<file path="src/rtl/core/ptm_pkg.sv">
// progress text matcher shared package
// widths, character codes and the command/status structs between controller and datapath
// no dependencies
package ptm_pkg;

	localparam int COUNT_BITS   = 20;
	localparam int PCT_BITS     = COUNT_BITS + 7;
	localparam int PUSH_BITS    = COUNT_BITS + 4;
	localparam int DIV_CNT_BITS = $clog2(PCT_BITS);

	localparam logic [COUNT_BITS-1:0] COUNT_MAX = {COUNT_BITS{1'b1}};
	localparam logic [6:0]            PCT_SCALE = 7'd100;
	localparam logic [3:0]            DEC_SCALE = 4'd10;

	localparam logic [7:0] CH_SPACE = 8'h20;
	localparam logic [7:0] CH_O     = 8'h6F;
	localparam logic [7:0] CH_F     = 8'h66;
	localparam logic [7:0] CH_ZERO  = 8'h30;
	localparam logic [7:0] CH_NINE  = 8'h39;

	typedef struct packed {
		logic first_clear;
		logic first_push;
		logic second_clear;
		logic second_push;
		logic div_start;
		logic div_step;
		logic out_load;
	} dp_cmd_t;

	typedef struct packed {
		logic is_digit;
		logic is_space;
		logic is_o;
		logic is_f;
		logic part_ge_whole;
		logic div_last;
	} dp_stat_t;

endpackage

</file>
<file path="src/rtl/core/ptm_datapath.sv">
// progress text matcher datapath: byte classifier, number accumulators,
// restoring divider for the percentage and the result register
// depends on ptm_pkg
module ptm_datapath (
	input  logic                         clk,
	input  logic                         arst_n,
	input  logic [7:0]                   text_byte,
	input  ptm_pkg::dp_cmd_t             cmd,
	output ptm_pkg::dp_stat_t            stat,
	output logic [ptm_pkg::COUNT_BITS-1:0] done_count,
	output logic [ptm_pkg::COUNT_BITS-1:0] total_count,
	output logic [ptm_pkg::PCT_BITS-1:0]   percent,
	output logic                         finished,
	output logic                         zero_total
);
	import ptm_pkg::*;

	logic [COUNT_BITS-1:0]   first_q;
	logic [COUNT_BITS-1:0]   second_q;
	logic [COUNT_BITS-1:0]   push_base;
	logic [PUSH_BITS-1:0]    push_val;
	logic [COUNT_BITS-1:0]   push_sat;
	logic [3:0]              digit_val;

	logic [COUNT_BITS-1:0]   divisor_q;
	logic [COUNT_BITS-1:0]   rem_q;
	logic [PCT_BITS-1:0]     quot_q;
	logic [DIV_CNT_BITS-1:0] cnt_q;
	logic                    fin_q;
	logic                    zero_q;
	logic [COUNT_BITS:0]     trial;
	logic [COUNT_BITS:0]     diff;
	logic                    trial_ge;

	logic [COUNT_BITS-1:0]   done_count_q;
	logic [COUNT_BITS-1:0]   total_count_q;
	logic [PCT_BITS-1:0]     percent_q;
	logic                    finished_q;
	logic                    zero_total_q;

	// character classes
	always_comb begin
		stat.is_digit      = (text_byte >= CH_ZERO) && (text_byte <= CH_NINE);
		stat.is_space      = (text_byte == CH_SPACE);
		stat.is_o          = (text_byte == CH_O);
		stat.is_f          = (text_byte == CH_F);
		stat.part_ge_whole = (first_q >= second_q);
		stat.div_last      = (cnt_q == '0);
	end

	// decimal accumulate with saturation
	assign digit_val = 4'(text_byte - CH_ZERO);
	always_comb begin
		if (cmd.first_clear || cmd.second_clear)
			push_base = '0;
		else if (cmd.first_push)
			push_base = first_q;
		else
			push_base = second_q;
	end
	assign push_val = PUSH_BITS'(push_base) * PUSH_BITS'(DEC_SCALE) + PUSH_BITS'(digit_val);
	assign push_sat = (push_val > PUSH_BITS'(COUNT_MAX)) ? COUNT_MAX : push_val[COUNT_BITS-1:0];

	always_ff @(posedge clk or negedge arst_n) begin
		if (!arst_n) begin
			first_q  <= '0;
			second_q <= '0;
		end else begin
			if (cmd.first_push)
				first_q <= push_sat;
			if (cmd.second_push)
				second_q <= push_sat;
		end
	end

	// restoring divider, one quotient bit per cycle
	assign trial    = {rem_q, quot_q[PCT_BITS-1]};
	assign diff     = trial - {1'b0, divisor_q};
	assign trial_ge = (trial >= {1'b0, divisor_q});

	always_ff @(posedge clk or negedge arst_n) begin
		if (!arst_n) begin
			cnt_q <= '0;
		end else if (cmd.div_start) begin
			cnt_q <= DIV_CNT_BITS'(PCT_BITS - 1);
		end else if (cmd.div_step && (cnt_q != '0)) begin
			cnt_q <= cnt_q - 1'b1;
		end
	end

	always_ff @(posedge clk) begin
		if (cmd.div_start) begin
			divisor_q <= second_q;
			rem_q     <= '0;
			quot_q    <= PCT_BITS'(first_q) * PCT_BITS'(PCT_SCALE);
			fin_q     <= (first_q >= second_q);
			zero_q    <= (second_q == '0);
		end else if (cmd.div_step) begin
			rem_q  <= trial_ge ? diff[COUNT_BITS-1:0] : trial[COUNT_BITS-1:0];
			quot_q <= {quot_q[PCT_BITS-2:0], trial_ge};
		end
	end

	// result register
	always_ff @(posedge clk) begin
		if (cmd.out_load) begin
			done_count_q  <= first_q;
			total_count_q <= divisor_q;
			percent_q     <= zero_q ? '0 : quot_q;
			finished_q    <= fin_q;
			zero_total_q  <= zero_q;
		end
	end

	assign done_count  = done_count_q;
	assign total_count = total_count_q;
	assign percent     = percent_q;
	assign finished    = finished_q;
	assign zero_total  = zero_total_q;

endmodule

</file>
<file path="src/rtl/core/ptm_ctrl.sv">
// progress text matcher controller: pattern state machine, divide sequencing,
// input stall and result valid
// depends on ptm_pkg
module ptm_ctrl (
	input  logic              clk,
	input  logic              arst_n,
	input  logic              text_valid,
	output logic              text_stall,
	output logic              result_valid,
	input  logic              result_stall,
	input  ptm_pkg::dp_stat_t stat,
	output ptm_pkg::dp_cmd_t  cmd
);
	import ptm_pkg::*;

	typedef enum logic [7:0] {
		PH_IDLE    = 8'b0000_0001,
		PH_LEAD    = 8'b0000_0010,
		PH_FIRST   = 8'b0000_0100,
		PH_O       = 8'b0000_1000,
		PH_F       = 8'b0001_0000,
		PH_GAP     = 8'b0010_0000,
		PH_SECOND0 = 8'b0100_0000,
		PH_SECOND  = 8'b1000_0000
	} phase_t;

	typedef enum logic [2:0] {
		SEQ_SCAN = 3'b001,
		SEQ_DIV  = 3'b010,
		SEQ_HOLD = 3'b100
	} seq_t;

	phase_t phase_q, phase_d;
	seq_t   seq_q, seq_d;
	logic   stopped_q, stopped_d;
	logic   out_valid_q;
	logic   accept;
	logic   out_free;

	assign text_stall   = (seq_q != SEQ_SCAN);
	assign accept       = text_valid && !text_stall;
	assign out_free     = !out_valid_q || !result_stall;
	assign result_valid = out_valid_q;

	always_comb begin
		phase_d   = phase_q;
		seq_d     = seq_q;
		stopped_d = stopped_q;
		cmd       = '0;
		case (seq_q)
			SEQ_SCAN: begin
				if (accept && !stopped_q) begin
					phase_d = PH_IDLE;
					case (phase_q)
						PH_IDLE: begin
							if (stat.is_space)
								phase_d = PH_LEAD;
						end
						PH_LEAD: begin
							if (stat.is_digit) begin
								cmd.first_clear = 1'b1;
								cmd.first_push  = 1'b1;
								phase_d         = PH_FIRST;
							end
						end
						PH_FIRST: begin
							if (stat.is_digit) begin
								cmd.first_push = 1'b1;
								phase_d        = PH_FIRST;
							end else if (stat.is_space) begin
								phase_d = PH_O;
							end
						end
						PH_O: begin
							if (stat.is_o)
								phase_d = PH_F;
						end
						PH_F: begin
							if (stat.is_f)
								phase_d = PH_GAP;
						end
						PH_GAP: begin
							if (stat.is_space)
								phase_d = PH_SECOND0;
						end
						PH_SECOND0: begin
							if (stat.is_digit) begin
								cmd.second_clear = 1'b1;
								cmd.second_push  = 1'b1;
								phase_d          = PH_SECOND;
							end
						end
						PH_SECOND: begin
							if (stat.is_digit) begin
								cmd.second_push = 1'b1;
								phase_d         = PH_SECOND;
							end else if (stat.is_space) begin
								cmd.div_start = 1'b1;
								seq_d         = SEQ_DIV;
								if (stat.part_ge_whole)
									stopped_d = 1'b1;
							end
						end
						default: phase_d = PH_IDLE;
					endcase
				end
			end
			SEQ_DIV: begin
				cmd.div_step = 1'b1;
				if (stat.div_last)
					seq_d = SEQ_HOLD;
			end
			SEQ_HOLD: begin
				if (out_free) begin
					cmd.out_load = 1'b1;
					seq_d        = SEQ_SCAN;
				end
			end
			default: seq_d = SEQ_SCAN;
		endcase
	end

	always_ff @(posedge clk or negedge arst_n) begin
		if (!arst_n) begin
			phase_q     <= PH_IDLE;
			seq_q       <= SEQ_SCAN;
			stopped_q   <= 1'b0;
			out_valid_q <= 1'b0;
		end else begin
			phase_q   <= phase_d;
			seq_q     <= seq_d;
			stopped_q <= stopped_d;
			if (cmd.out_load)
				out_valid_q <= 1'b1;
			else if (!result_stall)
				out_valid_q <= 1'b0;
		end
	end

	a_start_on_accept: assert property (@(posedge clk) disable iff (!arst_n)
		cmd.div_start |-> accept && !stopped_q)
		else $error("divide started without an accepted transaction");

	a_stopped_sticks: assert property (@(posedge clk) disable iff (!arst_n)
		stopped_q |=> stopped_q)
		else $error("stopped flag cleared");

	a_load_when_free: assert property (@(posedge clk) disable iff (!arst_n)
		cmd.out_load |-> out_free)
		else $error("result overwritten before transaction");

	a_div_to_hold: assert property (@(posedge clk) disable iff (!arst_n)
		(seq_q == SEQ_DIV) && stat.div_last |=> (seq_q == SEQ_HOLD) && text_stall)
		else $error("divider end not followed by hold");

endmodule

</file>
<file path="src/rtl/core/progress_text_matcher_unit.sv">
// progress text matcher top level
// joins ptm_ctrl and ptm_datapath; depends on ptm_pkg
//
// Scans one text byte per transaction for " <digits> of <digits> " and, on each full
// match, returns both numbers, done*100/total and the finished / zero-total flags.
// While scanning, a byte is taken every cycle. The closing space of a match
// starts a restoring divider that produces one quotient bit per cycle, so the
// input is stalled through all of the division and then while the result moves
// into the output register (longer if that register still holds an untaken
// result). Numbers saturate at 2^20-1. Once a match reports finished, later
// bytes are still taken but dropped, until reset.
module progress_text_matcher_unit (
	input  logic                           clk,
	input  logic                           arst_n,
	input  logic                           text_valid,
	output logic                           text_stall,
	input  logic [7:0]                     text_byte,
	output logic                           result_valid,
	input  logic                           result_stall,
	output logic [ptm_pkg::COUNT_BITS-1:0] done_count,
	output logic [ptm_pkg::COUNT_BITS-1:0] total_count,
	output logic [ptm_pkg::PCT_BITS-1:0]   percent,
	output logic                           finished,
	output logic                           zero_total
);
	import ptm_pkg::*;

	dp_cmd_t  cmd;
	dp_stat_t stat;

	ptm_ctrl u_ctrl (
		.clk          (clk),
		.arst_n       (arst_n),
		.text_valid   (text_valid),
		.text_stall   (text_stall),
		.result_valid (result_valid),
		.result_stall (result_stall),
		.stat         (stat),
		.cmd          (cmd)
	);

	ptm_datapath u_datapath (
		.clk         (clk),
		.arst_n      (arst_n),
		.text_byte   (text_byte),
		.cmd         (cmd),
		.stat        (stat),
		.done_count  (done_count),
		.total_count (total_count),
		.percent     (percent),
		.finished    (finished),
		.zero_total  (zero_total)
	);

endmodule

</file>
<file path="config.mk">
export PLATFORM = sky130hd
export DESIGN_NAME = progress_text_matcher_unit
export DESIGN_NICKNAME = d
export VERILOG_FILES = /design/src/rtl/core/ptm_pkg.sv /design/src/rtl/core/ptm_datapath.sv /design/src/rtl/core/ptm_ctrl.sv /design/src/rtl/core/progress_text_matcher_unit.sv
export SDC_FILE = /design/constraint.sdc
export NUM_CORES = 1
export LEC_CHECK = 0
export ABC_CLOCK_PERIOD_IN_PS = 5750
export BUFFER_PORTS_ARGS = -buffer_cell sky130_fd_sc_hd__buf_2
export CORE_ASPECT_RATIO = 1.4
export CORE_MARGIN = 4
export CORE_UTILIZATION = 56
export CTS_CLUSTER_DIAMETER = 200
export DETAILED_ROUTE_END_ITERATION = 12
export GPL_TIMING_DRIVEN = 0
export PLACE_DENSITY_LB_ADDON = 0.2
export SYNTH_ARGS = -nofsm -noshare
export SYNTH_HDL_FRONTEND = slang
export SYNTH_SLANG_ARGS = --single-unit
</file>
<file path="constraint.sdc">
create_clock -name clk -period 5.75 [get_ports clk]
set_clock_uncertainty 0.2 [all_clocks]
set_input_delay 1.4375 -clock clk [delete_from_list [all_inputs] [get_ports clk]]
set_output_delay 1.4375 -clock clk [all_outputs]
set_load 0.02 [all_outputs]
</file>
* Word-level counts from Yosys, hierarchy flattened
Index checks and enable logic that the tools add are counted.
Word-level totals: output and inout bits 71, register bits after elaboration 196, bits of input ports 12, logic and storage cells 111
Cells by class: muxes and demuxes 40, bitwise gates (word level) 1, $lt $le $gt $ge 5, eq/ne operators 22, multiply operators 2, reduce and logical (&&, ||, !) cells 19, $add $sub $neg 4
Operators with widths (number):
- $mux W20 | 4
- $pmux W8 S7 | 1
- $mux W27 | 2
- $mul A20 B5 Y25 const B | 1
- $mux W5 | 5
- $add A24 B4 Y24 | 1
- $eq A8 B7 Y1 const B | 3
- $gt A24 B20 Y1 const B | 1
- $mul A20 B3 Y23 const B | 1
- $ge A21 B20 Y1 | 1
- $mux W3 | 7
- $ge A20 B20 Y1 | 1
- $logic_not A20 Y1 | 1
- $sub A20 B20 Y20 | 1
- $eq A8 B6 Y1 const B | 2
- $reduce_and A6 Y1 | 2
- $mux W1 | 11
- $pmux W3 S3 | 1
- $eq A8 B1 Y1 const B | 1
- $eq A8 B2 Y1 const B | 1
- $eq A8 B3 Y1 const B | 1
- $eq A8 B4 Y1 const B | 1
- $eq A8 B5 Y1 const B | 1
- $eq A8 B8 Y1 const B | 1
- 25 further kinds | 41

* Longest topological paths before layout
Gate-level depths: netlist (run 1).
depth after elaboration 12, depth in mapped cells 22, gate-level depth less buffers 18

* Cells and area by module
Synthesis (run 1) repeated with hierarchy kept, for this count alone.
Unflattened totals: cell total of the unflattened synthesis 1298, area, all modules 13081.3 µm²
Modules (own cells, without submodules):
- ptm_datapath | seq. area each 5049.8 µm², instances 1, cells each 1215, area each 12276.8 µm²
- ptm_ctrl | seq. area each 327.8 µm², instances 1, cells each 83, area each 804.5 µm²

* Least setup slack after synthesis (run 1)
No wires, ideal clock.
path kind input -> register, from input text_byte[2], to register u_datapath.first_q[18], path slack -616 ps, arrival 6025 ps, stages 19, data required time 5409 ps, buffers on the path 3, path through clkbuf_1 o21ai_0 nand4_1 nor2_1 clkbuf_1 nand2_1 a21oi_1 ha_1 fa_1 a211o_1 a211o_1 o211ai_2 o211ai_2 or4b_4 nor4b_4 nand4_2 a21oi_4 buf_6 a31oi_1
On the way: longest elaborated chain between the ends 12, elaborated cells between the ends (all ways) 18, classes of those cells add/sub (2); mul (1); order compare (3); mux (10); reduce/logical (2)
Ends and longest elaborated chain:
- start: declaration | line progress_text_matcher_unit.sv:17 | input logic [7:0] text_byte,
- $ge A8 B6 Y1 / $le A8 B6 Y1 (equally long branches) | line ptm_datapath.sv:43 | stat.is_digit = (text_byte >= CH_ZERO) && (text_byte <= CH_NINE);
- $logic_and A1 B1 Y1 | line ptm_datapath.sv:43
- $mux W1 / $mux W2 (equally long branches) | line ptm_ctrl.sv:67, ptm_ctrl.sv:60, ptm_ctrl.sv:87
- $pmux W1 S2 / $mux W1 (equally long branches) | line ptm_ctrl.sv:54 | case (phase_q)
- $mux W5 | line ptm_ctrl.sv:52 | if (accept && !stopped_q) begin
- $mux W5 | line ptm_ctrl.sv:50 | case (seq_q)
- $mux W20 / $logic_or A1 B1 Y1 (equally long branches) | line ptm_datapath.sv:56, ptm_datapath.sv:54
- $mux W20 | line ptm_datapath.sv:54 | if (cmd.first_clear || cmd.second_clear)
- $mul A20 B3 Y23 | line ptm_datapath.sv:61 | assign push_val = PUSH_BITS'(push_base) * PUSH_BITS'(DEC_SCALE) + PUSH_BITS'(digit_val);
- $add A24 B4 Y24 | line ptm_datapath.sv:61
- $gt A24 B20 Y1 | line ptm_datapath.sv:62 | assign push_sat = (push_val > PUSH_BITS'(COUNT_MAX)) ? COUNT_MAX : push_val[COUNT_BITS-1:0];
- $mux W20 | line ptm_datapath.sv:62
- end signal: assignment | line ptm_datapath.sv:70 | first_q <= push_sat;
- end: declaration | line ptm_datapath.sv:18 | logic [COUNT_BITS-1:0] first_q;
Several ways; a longest one is shown, not always the timed one. A chain may end at the register's enable or synchronous reset.

* Worst setup path after layout (run 1)
from input text_byte[7], to register u_datapath.first_q[11]
On the way: longest elaborated chain between the ends 12, elaborated cells between the ends (all ways) 17, classes of those cells add/sub (1); mul (1); order compare (3); mux (10); reduce/logical (2)
Ends and longest elaborated chain (line):
- $ge A8 B6 Y1 / $le A8 B6 Y1 (equally long branches) | ptm_datapath.sv:43
- $logic_and A1 B1 Y1 * | ptm_datapath.sv:43
- $mux W1 / $mux W2 (equally long branches) | ptm_ctrl.sv:67, ptm_ctrl.sv:60, ptm_ctrl.sv:87
- $pmux W1 S2 / $mux W1 (equally long branches) | ptm_ctrl.sv:54
- $mux W5 * | ptm_ctrl.sv:52
- $mux W5 * | ptm_ctrl.sv:50
- $mux W20 / $logic_or A1 B1 Y1 (equally long branches) | ptm_datapath.sv:56, ptm_datapath.sv:54
- $mux W20 | ptm_datapath.sv:54
- $mul A20 B3 Y23 | ptm_datapath.sv:61
- $add A24 B4 Y24 | ptm_datapath.sv:61
- $gt A24 B20 Y1 | ptm_datapath.sv:62
- $mux W20 | ptm_datapath.sv:62
Mark *: on every way between the ends. The rest lies on a longest branch, timed or not.

==> results of run 1 <==
## cells by family after synthesis
| kind of cell | Yosys count | synth area share (%) |
|---|---|---|
| AO/OA/AOI/OAI | 301 | 15.8 |
| AND/OR/NAND/NOR | 362 | 14.1 |
| adder cells (fa/ha/maj) | 160 | 16.8 |
| flip-flops | 196 | 42.3 |
| multiplexers | 7 | 0.551 |
| buffers and inverters | 182 | 5.62 |
| XOR/XNOR | 71 | 4.89 |
## metal layers
| metal | vias to the layer above | part of all wire [%] | global-route usage, % | wire length, um |
|---|---|---|---|---|
| met5 | - | 0 | 0 | 0 |
| met4 | 0 | 4.7 | 11.5 | 1490 |
| met3 | 104 | 4.1 | 3.04 | 1300 |
| met2 | 353 | 51 | 45.3 | 16200 |
| met1 | 4806 | 40 | 29.0 | 12400 |
| li1 | 4880 | - | - | - |
## registers in the layout (all words and copies together), names as in the netlist
name                    count
u_ctrl.phase_q              8
u_ctrl.result_valid         1
u_ctrl.seq_q                3
u_ctrl.stopped_q            1
u_datapath.cnt_q            5
u_datapath.divisor_q       20
u_datapath.done_count      20
u_datapath.fin_q            1
u_datapath.finished         1
u_datapath.first_q         20
u_datapath.percent         27
u_datapath.quot_q          27
u_datapath.rem_q           20
u_datapath.second_q        20
u_datapath.total_count     20
u_datapath.zero_q           1
u_datapath.zero_total       1
## report_power, final
group	switching (mW)	leakage [nW]	internal (mW)	total, mW
clock network	0.518	0.272	0.642	1.16
logic	0.0275	4.73	0.0161	0.0437
registers	0.00243	2.07	1.48	1.48
## final cells by class
type | count | area, um2
fillers | 1762 | 7260
inverters | 143 | 537
clock inverters | 12 | 131
well taps | 301 | 377
plain buffers | 37 | 251
multi-input cells | 901 | 7220
clock buffers | 20 | 437
repair buffers | 125 | 851
flip-flops and latches | 196 | 5380
## cell usage after synthesis (7+ instances only)
cell type	count	share of area, %
nor2b_1	32	1.6
nand4_1	15	0.74
a211oi_1	9	0.53
ha_1	143	14
nor2_1	99	2.9
dfrtp_1	56	11
xnor2_1	33	2.3
edfxtp_1	116	27
o2bb2ai_1	8	0.55
xor2_1	38	2.6
nand2_1	97	2.9
a31oi_1	43	2.1
nand2b_1	10	0.49
fa_1	17	2.7
o21bai_1	7	0.41
a22o_1	8	0.55
mux2i_1	7	0.55
nor3_1	29	1.1
clkbuf_1	33	0.97
nor4_1	13	0.64
nand3_1	17	0.67
a21o_1	27	1.6
dfxtp_1	22	3.5
inv_1	143	4.2
o21ai_0	54	2.1
or2_2	11	0.54
a21oi_1	64	2.5
a22oi_1	9	0.53
o21a_1	8	0.47
## worst register-to-register path, cell delays in order, from the launching register on
cell and delay, ns:
dfrtp_1 0.44, or3_1 0.42, nor4_1 0.57, nand2_2 0.23, clkbuf_8 0.21, buf_4 0.14, a21oi_1 0.23, nor2_1 0.12
xor2_1 0.18, ha_1 0.40, nor3_2 0.38, nor3_4 0.10, buf_4 0.15, o2bb2ai_2 0.11, a211oi_2 0.19, or4b_4 0.51
nor4b_4 0.27, buf_4 0.16, a21o_1 0.15, a21oi_4 0.08, buf_6 0.16, clkbuf_16 0.16, a31oi_1 0.18
## stage by stage
stage	setup slack, ns	instance area, um2	hold WS, ns	util (%)
global route	-0.407	15200	0.270	67.7
floorplan	-0.0597	12800	0.200	-
finish	-0.203	15200	0.254	67.7
global placement	-1.23	13600	0.235	60.5
detailed placement	-1.18	13600	0.238	60.7
CTS	-0.211	14700	0.254	65.5
## worst max-delay path by stage
stage,endpoint,cells past startpoint,from,slack [ns]
2_1_floorplan,u_datapath.first_q[19]$_DFFE_PN0P_,18,text_byte[7],-0.06
3_3_place_gp,u_datapath.percent[24]$_SDFFCE_PP0P_,2,result_stall,-1.23
3_5_place_dp,u_datapath.first_q[16]$_DFFE_PN0P_,21,text_byte[7],-1.18
4_1_cts,u_datapath.first_q[19]$_DFFE_PN0P_,22,text_byte[6],-0.21
5_1_grt,u_datapath.first_q[12]$_DFFE_PN0P_,23,text_byte[7],-0.41
6_report,u_datapath.first_q[11]$_DFFE_PN0P_,24,text_byte[7],-0.20
## repair_timing
action / in CTS / in global routing
endpoints found under the setup margin: 40 / 40
pin swaps: 30 / 39
gates cloned: 2 / 2
resized for setup: 52 / 58
buffers inserted: 30 / 12
==> metrics.md, run 1 <==
| Metric | Value |
|---|---|
| Slew margin rel. | between 20 and 25% |
| Worst vdd ir | between 200 and 250 uV |
| Data required, critical path | approximately 5.9 ns |
| EDFF count, synth | 116 |
| FFs w/ async S/R, synth | about 30% |
| Starting density of the core | between 50% and 60% |
| Setup TNS | -5.06 ns |
| Final Net Count | about 1,600 |
| Final WL | between 30 and 40 mm |
| Non-filler cells, final | between 1,500 and 2,000 |
| Startpoint Class | input pin |
| CP cell instances | buf_6 > nor4bb_4 > nand4_1 > buf_6 > nor2_4 > buf_6 > mux2i_4 > nor2_4 > xnor2_2 > ha_4 > fa_2 > buf_6 > a211oi_4 > o21ai_2 > o2bb2ai_2 > a211oi_2 > or4b_4 > nor4b_4 > buf_4 > a21o_1 > a21oi_4 > buf_6 > clkbuf_16 > a31oi_1 |
| Final period util | 104% |
| Max Cap Viol | 0 |
| Hold_sp | u_datapath.divisor_q[15]$_DFFE_PP_ |
| WHS Path Cells | 0 |
| Gr usage total | roughly a quarter |
| Crit path DAT | slightly above 6 ns |
| Worst-Skew Late Latency | ~0.44 ns |
| Average vias per placed instance | 5.85 |
| Die area | ~25,000 um2 |
| CTS tree | yes |
| Mapped Nets | between 1,000 and 1,500 |
| PwrDens | between 150 and 200 nW/um2 |
| R2R depth | 22 |
| Final WS setup | -0.203 ns |
| CTS Buf Count | 17 |
| Synth Flop Type | edfxtp_1 |
| Clock Pin Slew Worst Setup and Hold Paths | approximately 0.070 ns |
| Commonest cells after routing, fill and taps aside | inv_1 (143), ha_1 (137), edfxtp_1 (116), nand2_1 (94), nor2_1 (93) |
| Fmax | between 150 and 200 MHz |
| Die height | between 150 and 200 um |
| CTS HTree Levels | 4 |
| Failing checks | setup timing |
| # rows | 65 |
| ANT cells | 0 |
| Cell count after synthesis | approximately 1,300 |
| WP buf/inv | 7 |
| Core area | roughly 22,000 um2 |
| Synth cell types | 78 |
| Synth Area per Inst | 9.94 um2 |
| Max FO, Critical Path | 5 |
| Final setup violating endpoints | 40 |
| Status | complete, but fails checks |
| Layout cells sized above 1 | a little under a fifth |
| CP top delay family | simple AND/OR/NAND/NOR gates |
| Leakage | 7.08 nW |
| CTS sink cnt | just under 200 |
| Final hold violations | 0 |
| Die Wd | 135 um |
| Most used cell, CP | buf_6 |
| Top-level port count | just over 80 |
| Pins Over Slew Limit | 0 |
| RR Endpoint | u_datapath.first_q[11]$_DFFE_PN0P_ |
| DP HPWL | ~23 mm |
| RR Startpoint | u_ctrl.phase_q[4]$_DFFE_PN0P_ |
| Post-Place Cells | approximately 1,700 |
| Tmin final | between 5 and 6 ns |
| Yosys warnings | 0 |
| R2R Setup Slk | -0.08 ns |
| Largest net degree at the start of global routing | 59 |
| Final GP Congestion | 0.945 |
| Worst hold endpoint | u_datapath.total_count[15]$_DFFE_PP_ |
| Hold/Removal Path Class | register to register |
| Via Count | around 10,000 |
| Post-CTS Hold Buffers | 0 |
| Iter 0 DRT Violations | roughly 800 |
| DRC viols | 0 |
| Mapped cell area | between 10,000 and 15,000 um2 |
| Via count of the first global-routing pass | between 9,000 and 10,000 |
| Drt pass-1 iters | 5 |
| Crit Path Class | input pin to register |
| Least-Margin Pin Slew | 1.14 ns |
| Critical Path Max Stage Delay | about 0.5 ns |
| Port bufs | around 80 |
| RSZ-0062 raised after global routing | yes |
| #FFs+latches synth | between 150 and 200 |
| Most common cell after layout, fill and taps aside | inv_1 |
| Grt total ovfl | 0 |
| Post-synthesis sequential area ratio | roughly 42% |
| Synthesis-to-finish area growth | 19.5% |
| Antenna violations before repair | 0 |
| Critical path's slowest cell | or4b_4 |
| CTS root buf | clkbuf_16 |
| Drt wl/cell | approximately 18 um |
| Total power | ~2.7 mW |
| Final ANT Viol Nets | 0 |
| CP Capture Type | register |
| First-pass GRT wire length | between 40 and 50 mm |
| Max Root-Sink Buffers | 2 |
Power figures use the tool's default switching activity.
==> inputs of run 2 (changes only) <==
--- a/config.mk
+++ b/config.mk
@@ -7,8 +7,9 @@
 export LEC_CHECK = 0
 export ABC_CLOCK_PERIOD_IN_PS = 5750
 export BUFFER_PORTS_ARGS = -buffer_cell sky130_fd_sc_hd__buf_2
+export CAP_MARGIN = 20
 export CORE_ASPECT_RATIO = 1.4
-export CORE_MARGIN = 4
+export CORE_MARGIN = 1
 export CORE_UTILIZATION = 56
 export CTS_CLUSTER_DIAMETER = 200
 export DETAILED_ROUTE_END_ITERATION = 12
==> run 2 against run 1 <==
Compared with the run above: the run still ends with setup timing left; sequential cell count is the same; sequential share of layout area grew 1.0 points; non-clock buffer count shrank 12; clock power is essentially flat; core utilization shrank 0.66 points; die area shrank 7.5%; hold slack gained 0.00060 ns; register-to-register slack gained 0.14 ns; sequential power is essentially flat; setup slack gained 0.10 ns; maximum frequency grew 1.8%; largest cell class unchanged; via count shrank 2.6%.
==> metrics.md, run 2 (synthesis gave the netlist of run 1 again) <==
| Metric | Value |
|---|---|
| Status | complete, but fails checks |
| Failing checks | setup timing |
| Least-Margin Pin Slew | 1.01 ns |
| RSZ-0062 raised after global routing | yes |
| WHS | approximately 0.25 ns |
| Core area | about 22,000 um2 |
| CTS sink cnt | ~200 |
| Tmin final | roughly 5.8 ns |
| CTS root buf | clkbuf_16 |
| Crit Path Class | input pin to register |
| Fmax | between 150 and 200 MHz |
| Data required, critical path | 5.84 ns |
| End point of the critical path | u_datapath.first_q[18]$_DFFE_PN0P_ |
| Via count of the first global-routing pass | about 9,900 |
| Final Net Count | between 1,500 and 2,000 |
| Leakage | ~7.0 nW |
| Design Area, Final | 14,800 um2 |
| DP HPWL | 23.2 mm |
| Worst vdd ir | about 200 uV |
| Max Root-Sink Buffers | 2 |
| CP Capture Type | register |
| Port bufs | 81 |
| Max FO, Critical Path | 7 |
| RR Endpoint | u_datapath.first_q[18]$_DFFE_PN0P_ |
| Drt wl/cell | between 15 and 20 um |
| Iter 0 DRT Violations | approximately 650 |
| Hold/Removal Path Class | register to register |
| CTS HTree Levels | 4 |
| PwrDens | approximately 180 nW/um2 |
| Final setup violating endpoints | 40 |
| Most used cell, CP | buf_6 |
| Top-level port count | just over 80 |
| CTS Buf Count | 17 |
| Post-CTS Hold Buffers | 0 |
| Die Wd | 129 um |
| CP cell instances | buf_6 > nor4bb_4 > nand4_1 > buf_6 > nor2_4 > buf_12 > mux2i_2 > nor2_1 > ha_1 > ha_4 > a211o_1 > a211o_1 > o211ai_2 > o211ai_2 > or4b_4 > nor4b_4 > nand4_2 > a21oi_4 > buf_12 > buf_6 > a31oi_1 |
| Startpoint Class | input pin |
| Pre-CTS setup slack | -1.17 ns |
| Commonest cells after routing, fill and taps aside | inv_1 (143), ha_1 (139), edfxtp_1 (116), nand2_1 (94), nor2_1 (93) |
| Final GP Congestion | between 0.9 and 1 |
| Placed cell area | approximately 14,000 um2 |
| Critical path depth | 21 |
| RR Startpoint | u_ctrl.seq_q[0]$_DFFE_PN1P_ |
| Antenna violations before repair | 0 |
| Average vias per placed instance | ~5.7 |
| ANT cells | 0 |
| Slew margin rel. | 32.4% |
| Worst-Skew Late Latency | ~0.44 ns |
| Final WL | ~30 mm |
| # rows | between 60 and 70 |
| Crit path DAT | 5.94 ns |
| Final ANT Viol Nets | 0 |
| Most common cell after layout, fill and taps aside | inv_1 |
| Critical path startpoint | text_byte[7] |
| Gr usage total | a little over a quarter |
| Synthesis-to-finish area growth | 16.1% |
| Final hold violations | 0 |
| Via Count | approximately 9,900 |
| Max Cap Viol | 0 |
| CTS tree | yes |
| First-pass GRT wire length | about 49 mm |
| Drt pass-1 iters | 5 |
| Clock Pin Slew Worst Setup and Hold Paths | 0.07 ns |
| CP top delay family | simple AND/OR/NAND/NOR gates |
| Critical Path Max Stage Delay | roughly 0.52 ns |
| DRC viols | 0 |
| Final WS setup | -0.0995 ns |
| Die area | ~23,000 um2 |
| Layout cells sized above 1 | between 10% and 20% |
| Starting density of the core | between 50% and 60% |
| R2R Setup Slk | about 0.060 ns |
| Total power | ~2.7 mW |
| R2R depth | 22 |
| Largest net degree at the start of global routing | 35 |
| WP buf/inv | 5 |
| Final period util | 102% |
| Grt total ovfl | 0 |
| Die height | between 150 and 200 um |
| Critical path's slowest cell | or4b_4 |
| Pins Over Slew Limit | 0 |
run 2: cell types whose count changed in the layout (fill, tap and decap cells not counted), moves of 4 or more:
cell      before  now
a31oi_1       29   42
a31oi_4       14    1
buf_4         33   22
buf_6         10    5
clkbuf_8       2    6
run 2: report_power, final:
| part | switching, mW | total [mW] | internal (mW) |
|---|---|---|---|
| Clock | 0.551 | 1.17 | 0.618 |
| Sequential | 0.00235 | 1.48 | 1.48 |
| Combinational | 0.0279 | 0.0455 | 0.0176 |
run 2: metrics by stage:
step / instances / setup TNS [ns] / util (%)
2_1_floorplan: 1279 / -1.98 / -
3_3_place_gp: 1657 / -119.44 / 61.6
3_5_place_dp: 1660 / -45.73 / 62.0
4_1_cts: 1713 / -5.68 / 66.2
5_1_grt: 1719 / -10.87 / 67.0
6_report: 1719 / -2.77 / 67.0
run 2: how the worst min path moves through the flow:
stage	to	cells past startpoint	slack (ns)	startpoint
6_report	u_datapath.total_count[12]$_DFFE_PP_	0	0.25	u_datapath.divisor_q[12]$_DFFE_PP_
3_5_place_dp	u_datapath.total_count[10]$_DFFE_PP_	0	0.24	u_datapath.divisor_q[10]$_DFFE_PP_
4_1_cts	u_datapath.total_count[10]$_DFFE_PP_	0	0.25	u_datapath.divisor_q[10]$_DFFE_PP_
3_3_place_gp	u_datapath.total_count[9]$_DFFE_PP_	0	0.23	u_datapath.divisor_q[9]$_DFFE_PP_
5_1_grt	u_datapath.total_count[9]$_DFFE_PP_	0	0.27	u_datapath.divisor_q[9]$_DFFE_PP_
2_1_floorplan	u_datapath.finished$_DFFE_PP_	0	0.20	u_datapath.fin_q$_DFFE_PP_
run 2: final cells by class:
cell class | count | area [um2]
buffer | 39 | 235
fill | 1751 | 7270
tap | 297 | 372
clock buffer | 20 | 478
sequential | 196 | 5380
multi-input combinational | 901 | 6910
timing repair buffer | 111 | 729
inverter | 143 | 537
clock inverter | 12 | 114
run 2: layer usage:
layer / GRT usage (%) / up-vias / wire, um
met4: 13.3 / 0 / 1230
li1: - / 4862 / -
met3: 3.59 / 80 / 1130
met2: 49.8 / 270 / 15900
met1: 30.7 / 4665 / 12000
met5: 0 / - / 0
run 2: timing repair:
item	in CTS	in global routing
pin swaps	12	13
cloned	3	0
setup buffers	18	5
endpoints found under the setup margin	40	40
resized for setup	38	30
run 2: worst reg2reg max path: cells and delay by family, from the launching register on:
| kind | cells | cell delay [ns] |
|---|---|---|
| adders and majority gates | 3 | 0.75 |
| and+or+nand+nor | 8 | 2.17 |
| AOI/OAI and AO/OA | 7 | 1.24 |
| buffers and inverters | 4 | 0.61 |
| DFF | 1 | 0.57 |
